**config.mk**
```make
export PLATFORM = sky130hd
export DESIGN_NAME = nibble_frame_decoder_top
export DESIGN_NICKNAME = d
export VERILOG_FILES = /design/src/design/nfd_pkg.sv /design/src/design/nfd_core.sv /design/src/design/nibble_frame_decoder_top.sv
export SDC_FILE = /design/constraint.sdc
export NUM_CORES = 1
export LEC_CHECK = 0
export BUFFER_PORTS_ARGS = -buffer_cell sky130_fd_sc_hd__buf_2
export CORE_MARGIN = 3
export CORE_UTILIZATION = 35
export DETAILED_ROUTE_END_ITERATION = 8
export PLACE_DENSITY = 0.56
export SETUP_SLACK_MARGIN = 0.3
export SKIP_LAST_GASP = 1
export SLEW_MARGIN = 40
export SYNTH_ARGS = -nofsm -noshare
export SYNTH_HDL_FRONTEND = slang
export SYNTH_SLANG_ARGS = --single-unit
```
**constraint.sdc**
```tcl
create_clock -name i_clk -period 12.8 [get_ports i_clk]
set_input_delay 3.2 -clock i_clk [delete_from_list [all_inputs] [get_ports i_clk]]
set_output_delay 3.2 -clock i_clk [all_outputs]
set_load 0.02 [all_outputs]
```
**src/design/nfd_pkg.sv**
```systemverilog
// shared types, status codes and helpers for the nibble frame decoder
package nfd_pkg;

    // closing status codes, in the encoding seen on the status port
    typedef enum logic [1:0] {
        ST_OK           = 2'd0,
        ST_LEN_MISMATCH = 2'd1,
        ST_CHK_MISMATCH = 2'd2,
        ST_PARITY_ERR   = 2'd3
    } t_status;

    // header field masks
    localparam logic [7:0] CMD_MASK = 8'h07;
    localparam logic [7:0] LEN_MASK = 8'hF8;
    localparam logic [7:0] NIB_MASK = 8'h0F;

    localparam int unsigned POS_W = 10;
    localparam int unsigned LEN_W = 9;
    localparam int unsigned CHK_W = 12;
    localparam logic [POS_W-1:0] POS_MAX = {POS_W{1'b1}};

    // one received byte with its side flags
    typedef struct packed {
        logic [7:0] frame_byte;
        logic       is_last;
        logic       parity_bad;
    } t_item;

    // one result as it leaves the decode stage
    typedef struct packed {
        logic [7:0]       data_byte;
        logic             has_data;
        logic             frame_done;
        t_status          status;
        logic [2:0]       command;
        logic [LEN_W-1:0] payload_length;
    } t_result;

    // number of set bits in a byte
    function automatic logic [3:0] ones8(input logic [7:0] v);
        logic [3:0] c;
        c = 4'd0;
        for (int k = 0; k < 8; k++) begin
            c = c + {3'd0, v[k]};
        end
        return c;
    endfunction

endpackage

```
**src/design/nfd_core.sv**
```systemverilog
// frame state and combinational decode of one byte
module nfd_core
    import nfd_pkg::*;
(
    input  logic    i_clk,
    input  logic    i_rst_n,
    input  logic    i_fire,
    input  t_item   i_item,
    output t_result o_result,
    output logic    o_emit
);

    logic [POS_W-1:0] r_pos, n_pos;
    logic [LEN_W-1:0] r_len, n_len;
    logic [2:0]       r_cmd, n_cmd;
    logic [3:0]       r_prev, n_prev;
    logic [CHK_W-1:0] r_bits, n_bits;
    logic [3:0]       r_rx_low, n_rx_low;
    logic             r_par, n_par;

    logic [7:0]       b;
    logic [POS_W-1:0] len_ext;
    logic [POS_W-1:0] len_p1;
    logic [POS_W-1:0] len_p2;
    logic [CHK_W-1:0] rx_chk;
    logic             check_ok;
    logic             has;

    // decode of the byte at the current position
    always_comb begin
        b        = i_item.frame_byte;
        n_par    = r_par | i_item.parity_bad;
        n_cmd    = r_cmd;
        n_len    = r_len;
        n_prev   = r_prev;
        n_bits   = r_bits;
        n_rx_low = r_rx_low;
        check_ok = 1'b0;
        has      = 1'b0;
        rx_chk   = {b, r_rx_low};

        if (r_pos == '0) begin
            n_cmd  = b[2:0] & CMD_MASK[2:0];
            n_len  = {4'd0, 5'((b & LEN_MASK) >> 3)};
            n_bits = r_bits + {8'd0, ones8(b)};
        end else if (r_pos == POS_W'(1)) begin
            n_len = {b[3:0] & NIB_MASK[3:0], r_len[4:0]};
        end

        len_ext = {1'b0, n_len};
        len_p1  = len_ext + POS_W'(1);
        len_p2  = len_ext + POS_W'(2);

        if (r_pos != '0) begin
            has = (r_pos >= POS_W'(2)) && (r_pos <= len_p1);
            if (r_pos <= len_ext) begin
                n_bits = r_bits + {8'd0, ones8(b)};
                n_prev = b[7:4];
            end else if (r_pos == len_p1) begin
                n_bits   = r_bits + {8'd0, ones8(b & NIB_MASK)};
                n_rx_low = b[7:4];
            end else if (r_pos == len_p2) begin
                check_ok = (rx_chk == r_bits);
            end
        end

        // result assembly
        o_result.data_byte      = has ? {b[3:0], r_prev} : 8'd0;
        o_result.has_data       = has;
        o_result.frame_done     = i_item.is_last;
        o_result.command        = n_cmd;
        o_result.payload_length = n_len;
        if (!i_item.is_last) begin
            o_result.status = ST_OK;
        end else if (n_par) begin
            o_result.status = ST_PARITY_ERR;
        end else if (r_pos != len_p2) begin
            o_result.status = ST_LEN_MISMATCH;
        end else if (!check_ok) begin
            o_result.status = ST_CHK_MISMATCH;
        end else begin
            o_result.status = ST_OK;
        end
        o_emit = has | i_item.is_last;

        // position advance, frame end clears everything
        n_pos = (r_pos == POS_MAX) ? r_pos : r_pos + POS_W'(1);
    end

    // frame state registers
    always_ff @(posedge i_clk) begin
        if (!i_rst_n) begin
            r_pos    <= '0;
            r_len    <= '0;
            r_cmd    <= '0;
            r_prev   <= '0;
            r_bits   <= '0;
            r_rx_low <= '0;
            r_par    <= 1'b0;
        end else if (i_fire) begin
            if (i_item.is_last) begin
                r_pos    <= '0;
                r_len    <= '0;
                r_cmd    <= '0;
                r_prev   <= '0;
                r_bits   <= '0;
                r_rx_low <= '0;
                r_par    <= 1'b0;
            end else begin
                r_pos    <= n_pos;
                r_len    <= n_len;
                r_cmd    <= n_cmd;
                r_prev   <= n_prev;
                r_bits   <= n_bits;
                r_rx_low <= n_rx_low;
                r_par    <= n_par;
            end
        end
    end

endmodule

```
**src/design/nibble_frame_decoder_top.sv**
```systemverilog
// top level: input register, decode stage and result register
// Decodes received frame bytes at one byte per clock cycle while the input is not
// stalled. Each accepted byte is registered and decoded against the frame state in
// the following cycle. When it completes a data byte or closes the frame, its result
// is placed in the result register as the decode stage advances. The rate is set by
// the single frame-state update per byte in the decode stage. Bytes keep flowing
// while a result waits. Input stalls only when the result register is full and
// stalled and the waiting byte would produce a result. The status is reported on the
// byte marked last, after which the decoder is ready for the next frame's header.
module nibble_frame_decoder_top
    import nfd_pkg::*;
(
    input  logic             i_clk,
    input  logic             i_rst_n,
    input  logic             i_in_valid,
    output logic             o_in_stall,
    input  logic [7:0]       i_frame_byte,
    input  logic             i_is_last,
    input  logic             i_parity_bad,
    output logic             o_out_valid,
    input  logic             i_out_stall,
    output logic [7:0]       o_data_byte,
    output logic             o_has_data,
    output logic             o_frame_done,
    output logic [1:0]       o_status,
    output logic [2:0]       o_command,
    output logic [LEN_W-1:0] o_payload_length
);

    logic    r_in_valid;
    t_item   r_item;
    logic    r_out_valid;
    t_result r_result;
    t_result core_result;
    logic    core_emit;
    logic    advance;
    logic    in_accept;

    // decode stage moves on unless its result has nowhere to go
    assign advance    = r_in_valid && (!core_emit || !r_out_valid || !i_out_stall);
    assign o_in_stall = r_in_valid && !advance;
    assign in_accept  = i_in_valid && !o_in_stall;

    // input register
    always_ff @(posedge i_clk) begin
        if (!i_rst_n) begin
            r_in_valid <= 1'b0;
        end else if (in_accept) begin
            r_in_valid <= 1'b1;
        end else if (advance) begin
            r_in_valid <= 1'b0;
        end
    end

    always_ff @(posedge i_clk) begin
        if (in_accept) begin
            r_item.frame_byte <= i_frame_byte;
            r_item.is_last    <= i_is_last;
            r_item.parity_bad <= i_parity_bad;
        end
    end

    nfd_core u_core (
        .i_clk    (i_clk),
        .i_rst_n  (i_rst_n),
        .i_fire   (advance),
        .i_item   (r_item),
        .o_result (core_result),
        .o_emit   (core_emit)
    );

    // result register
    always_ff @(posedge i_clk) begin
        if (!i_rst_n) begin
            r_out_valid <= 1'b0;
        end else if (advance && core_emit) begin
            r_out_valid <= 1'b1;
        end else if (!i_out_stall) begin
            r_out_valid <= 1'b0;
        end
    end

    always_ff @(posedge i_clk) begin
        if (advance && core_emit) begin
            r_result <= core_result;
        end
    end

    assign o_out_valid      = r_out_valid;
    assign o_data_byte      = r_result.data_byte;
    assign o_has_data       = r_result.has_data;
    assign o_frame_done     = r_result.frame_done;
    assign o_status         = r_result.status;
    assign o_command        = r_result.command;
    assign o_payload_length = r_result.payload_length;

    // a transaction on the output always carries data or a frame close
    a_out_meaningful: assert property (@(posedge i_clk) disable iff (!i_rst_n)
        o_out_valid |-> (o_has_data || o_frame_done))
        else $error("result without data or frame close");

    // status is ok unless the frame closes
    a_status_idle: assert property (@(posedge i_clk) disable iff (!i_rst_n)
        (o_out_valid && !o_frame_done) |-> (o_status == ST_OK))
        else $error("status set on a result that does not close a frame");

    // input stalls only behind a full, stalled result register
    a_stall_cause: assert property (@(posedge i_clk) disable iff (!i_rst_n)
        o_in_stall |-> (r_out_valid && i_out_stall && r_in_valid))
        else $error("input stalled without a blocked result");

    // a byte that produces a result lands in the result register
    a_result_loaded: assert property (@(posedge i_clk) disable iff (!i_rst_n)
        (advance && core_emit) |=> (r_out_valid && (o_frame_done == $past(r_item.is_last))))
        else $error("decoded result not captured");

endmodule

```
==> results.json <==
{
  "root_buffer": "clkbuf_16",
  "p_switching_mw": 0.178,
  "nFillCells": 1403,
  "p_int_mw": 0.460,
  "fin_nets": 659,
  "finalMaxSlewViolations": 0,
  "ys_ff_latch": 79,
  "port_buffers": 39,
  "pre_cts_ws_ns": 3.40,
  "ctsHoldBuffers": 0,
  "rr_worst_depth": 18,
  "skew_ns": 0.0117,
  "period_share_pct": 76.7,
  "most-common-layout-cells": "dfxtp_1 (45), nand2_1 (41), buf_2 (39)",
  "crit_arrival_ns": 6.62,
  "tightest_slew_ns": 0.870,
  "ys_types": 64,
  "relSlewSlack_pct": 42.0,
  "p_leak_nw": 2.36,
  "synthAdderAreaFrac_pct": 10.4,
  "drt_iter0_markers": 346,
  "fin_tns_setup_ns": 0,
  "combPwrFrac_pct": 13.8,
  "drive_above_1_share_pct": 12.6,
  "first_global_vias": 4351,
  "rows": 44,
  "cp-start-kind": "flip-flop",
  "seqCellArea_um2": 1920,
  "whs_endpoint": "u_core.r_prev[2]",
  "multiInputGateArea_um2": 3060,
  "wl_um": 14300,
  "synth_compound_area_share_pct": 16.0,
  "synthesis.instances": 584,
  "synth_edf_count": 34,
  "crit_fanout": 19,
  "crit_type": "flip-flop to output pin",
  "cts_sinks": 79,
  "grt_pass1_wl_um": 22800,
  "worstPathRequired_ns": 9.60,
  "cts_resized": 0,
  "clock.fmax_ghz": 0.102,
  "wl_per_cell_um": 18.0,
  "avgSynthCellArea_um2": 9.00,
  "irDropWorstVdd_mv": 0.0645,
  "synthArstFlopShare_pct": 0,
  "p_per_area_nw_per_um2": 108,
  "clk_pin_slew_ns": 0.07,
  "cts_max_path_buffers": 2,
  "syn_to_final_growth_pct": 12.4,
  "synth_top_family_by_area": "simple AND/OR/NAND/NOR gates",
  "whs_ns": 0.474,
  "layout_commonest_cell": "dfxtp_1",
  "synthXorXnorAreaFrac_pct": 6.50,
  "setup_viol": 0,
  "core_um2": 14600,
  "p_sw_share_pct": 27.9,
  "ys_warn_count": 0,
  "die_area_um2": 16500,
  "synth.cell_area_um2": 5260,
  "cts_setup_buffers": 0,
  "synthFlopType": "dfxtp_1",
  "ios": 40,
  "synthMuxAreaShare_pct": 2.33,
  "synth-simple-area-share_pct": 22.8,
  "clockPowerShare_pct": 42.4,
  "dieHeight_um": 129,
  "min_period_ns": 9.82,
  "r2r_end": "o_payload_length[4]",
  "rsz0062_at_grt": "no",
  "syn_nets": 638,
  "timing.max_cap.violations": 0,
  "vias": 4400,
  "place_hpwl_um": 10200,
  "first_pass_iters": 5,
  "start_util_pct": 36.0,
  "drc": 0,
  "tritoncts": "built",
  "insertion_delay_ns": 0.35,
  "hold_class": "flip-flop to flip-flop",
  "end_kind": "output pin",
  "grtUsageTotal_pct": 17.6,
  "dieWidth_um": 129,
  "grt_antenna_before_repair": 0,
  "min_from": "u_core.r_prev[2]",
  "diodes": 0,
  "numCtsBuffers": 9,
  "h-tree-depth": 3,
  "p_seq_share_pct": 43.8,
  "viasPerCell": 5.54,
  "gp_congestion": 0.895,
  "r2r_slack_ns": 6.03,
  "final-hold-violation-count": 0,
  "status": "completed",
  "setup_slack_ns": 2.98,
  "overflow": 0,
  "reg2reg_from": "u_core.r_pos[2]",
  "drtAntennaViolNets": 0,
  "ys_seq_area_share_pct": 36.6,
  "hold_path_depth": 1,
  "grt_max_degree": 39
}
## power by group through the flow
| stage | registers [mW] | logic (mW) | clock network [mW] |
|---|---|---|---|
| floorplan | 0.286 | 0.0596 | 0 |
| global placement | 0.285 | 0.0871 | 0 |
| detailed placement | 0.285 | 0.0883 | 0 |
| CTS | 0.279 | 0.0886 | 0.276 |
| global route | 0.280 | 0.0999 | 0.284 |
| finish | 0.279 | 0.0880 | 0.270 |
## layer usage
layer / part of all wire [%] / routed length [um] / global-route usage, % / vias up
li1: - / - / - / 2144
met4: 1.7 / 248 / 5.87 / 0
met1: 47 / 6790 / 24.7 / 2086
met3: 5.2 / 742 / 2.66 / 27
met2: 46 / 6530 / 27.7 / 143
met5: 0 / 0 / 0 / -
## worst max-delay path by stage
stage,startpoint,endpoint,slack (ns),depth (start not counted)
after floorplan,u_core.r_pos[7],o_in_stall,4.26,20
after global placement,u_core.r_pos[2],o_in_stall,3.61,19
after detailed placement,u_core.r_pos[2],o_in_stall,3.40,19
after CTS,u_core.r_pos[2],o_in_stall,3.01,19
after global routing,u_core.r_pos[2],o_in_stall,2.54,19
final,u_core.r_pos[2],o_in_stall,2.98,19
## cell families (layout without fill, tap and decap cells)
family,Yosys count,after routing
compound gates,122,122
xor+xnor,39,39
fa+ha+maj,40,40
buf+inv,72,98
flops,79,79
mux,12,12
simple gates,220,220
## critical path, stage by stage, from the launching register on
cell and delay, ns:
dfxtp_1 0.45, or4_1 0.74, nor3_4 0.74, mux2i_1 0.24
inv_1 0.14, ha_1 0.26, nand3_1 0.10, nor4_1 0.23
a41oi_1 0.15, or3_1 0.44, or4_1 0.43, ha_1 0.32
nand4_1 0.26, nor3_1 0.69, o21ai_0 0.18, a21oi_1 0.16
buf_4 0.21, o21ai_0 0.11, nor2_1 0.21, buf_2 0.21
## registers in the layout (all words and copies together), names as in the netlist
register,cells
u_core.r_bits,12
r_item,10
u_core.r_pos,10
o_payload_length,9
u_core.r_len,9
o_data_byte,8
u_core.r_prev,4
u_core.r_rx_low,4
o_command,3
u_core.r_cmd,3
o_status,2
o_frame_done,1
o_has_data,1
o_out_valid,1
r_in_valid,1
u_core.r_par,1
## stage by stage
stage | power (mW) | cell area (um2) | util [%] | instances
floorplan | 0.345 | 5260 | - | 584
global placement | 0.372 | 5590 | 38.3 | 778
detailed placement | 0.373 | 5600 | 38.4 | 778
CTS | 0.643 | 5910 | 40.5 | 794
global route | 0.664 | 5910 | 40.5 | 794
finish | 0.637 | 5910 | 40.5 | 794
## synth_stat cells, types with 12 or more instances
library cell	count	area, um2
a21oi_1	25	125
nor2_1	34	128
edfxtp_1	34	1020
inv_1	36	135
nand4_1	14	87.6
nand2_1	41	154
ha_1	34	425
o21ai_0	15	75.1
dfxtp_1	45	901
clkbuf_1	27	101
nor3_1	16	80.1
and2_1	16	100
a21boi_0	12	90.1
nor2b_1	18	113
nand3_1	25	125
xnor2_1	24	210
xor2_1	15	131
## cell type report
class / count / area share [%]
Timing Repair Buffer: 46 / 4.19
Tap cell: 184 / 3.90
Clock inverter: 7 / 1.42
Inverter: 36 / 2.29
Multi-Input combinational cell: 433 / 51.9
Clock buffer: 9 / 3.81
Sequential cell: 79 / 32.5
No activity file was read; power rests on OpenSTA's default activity.
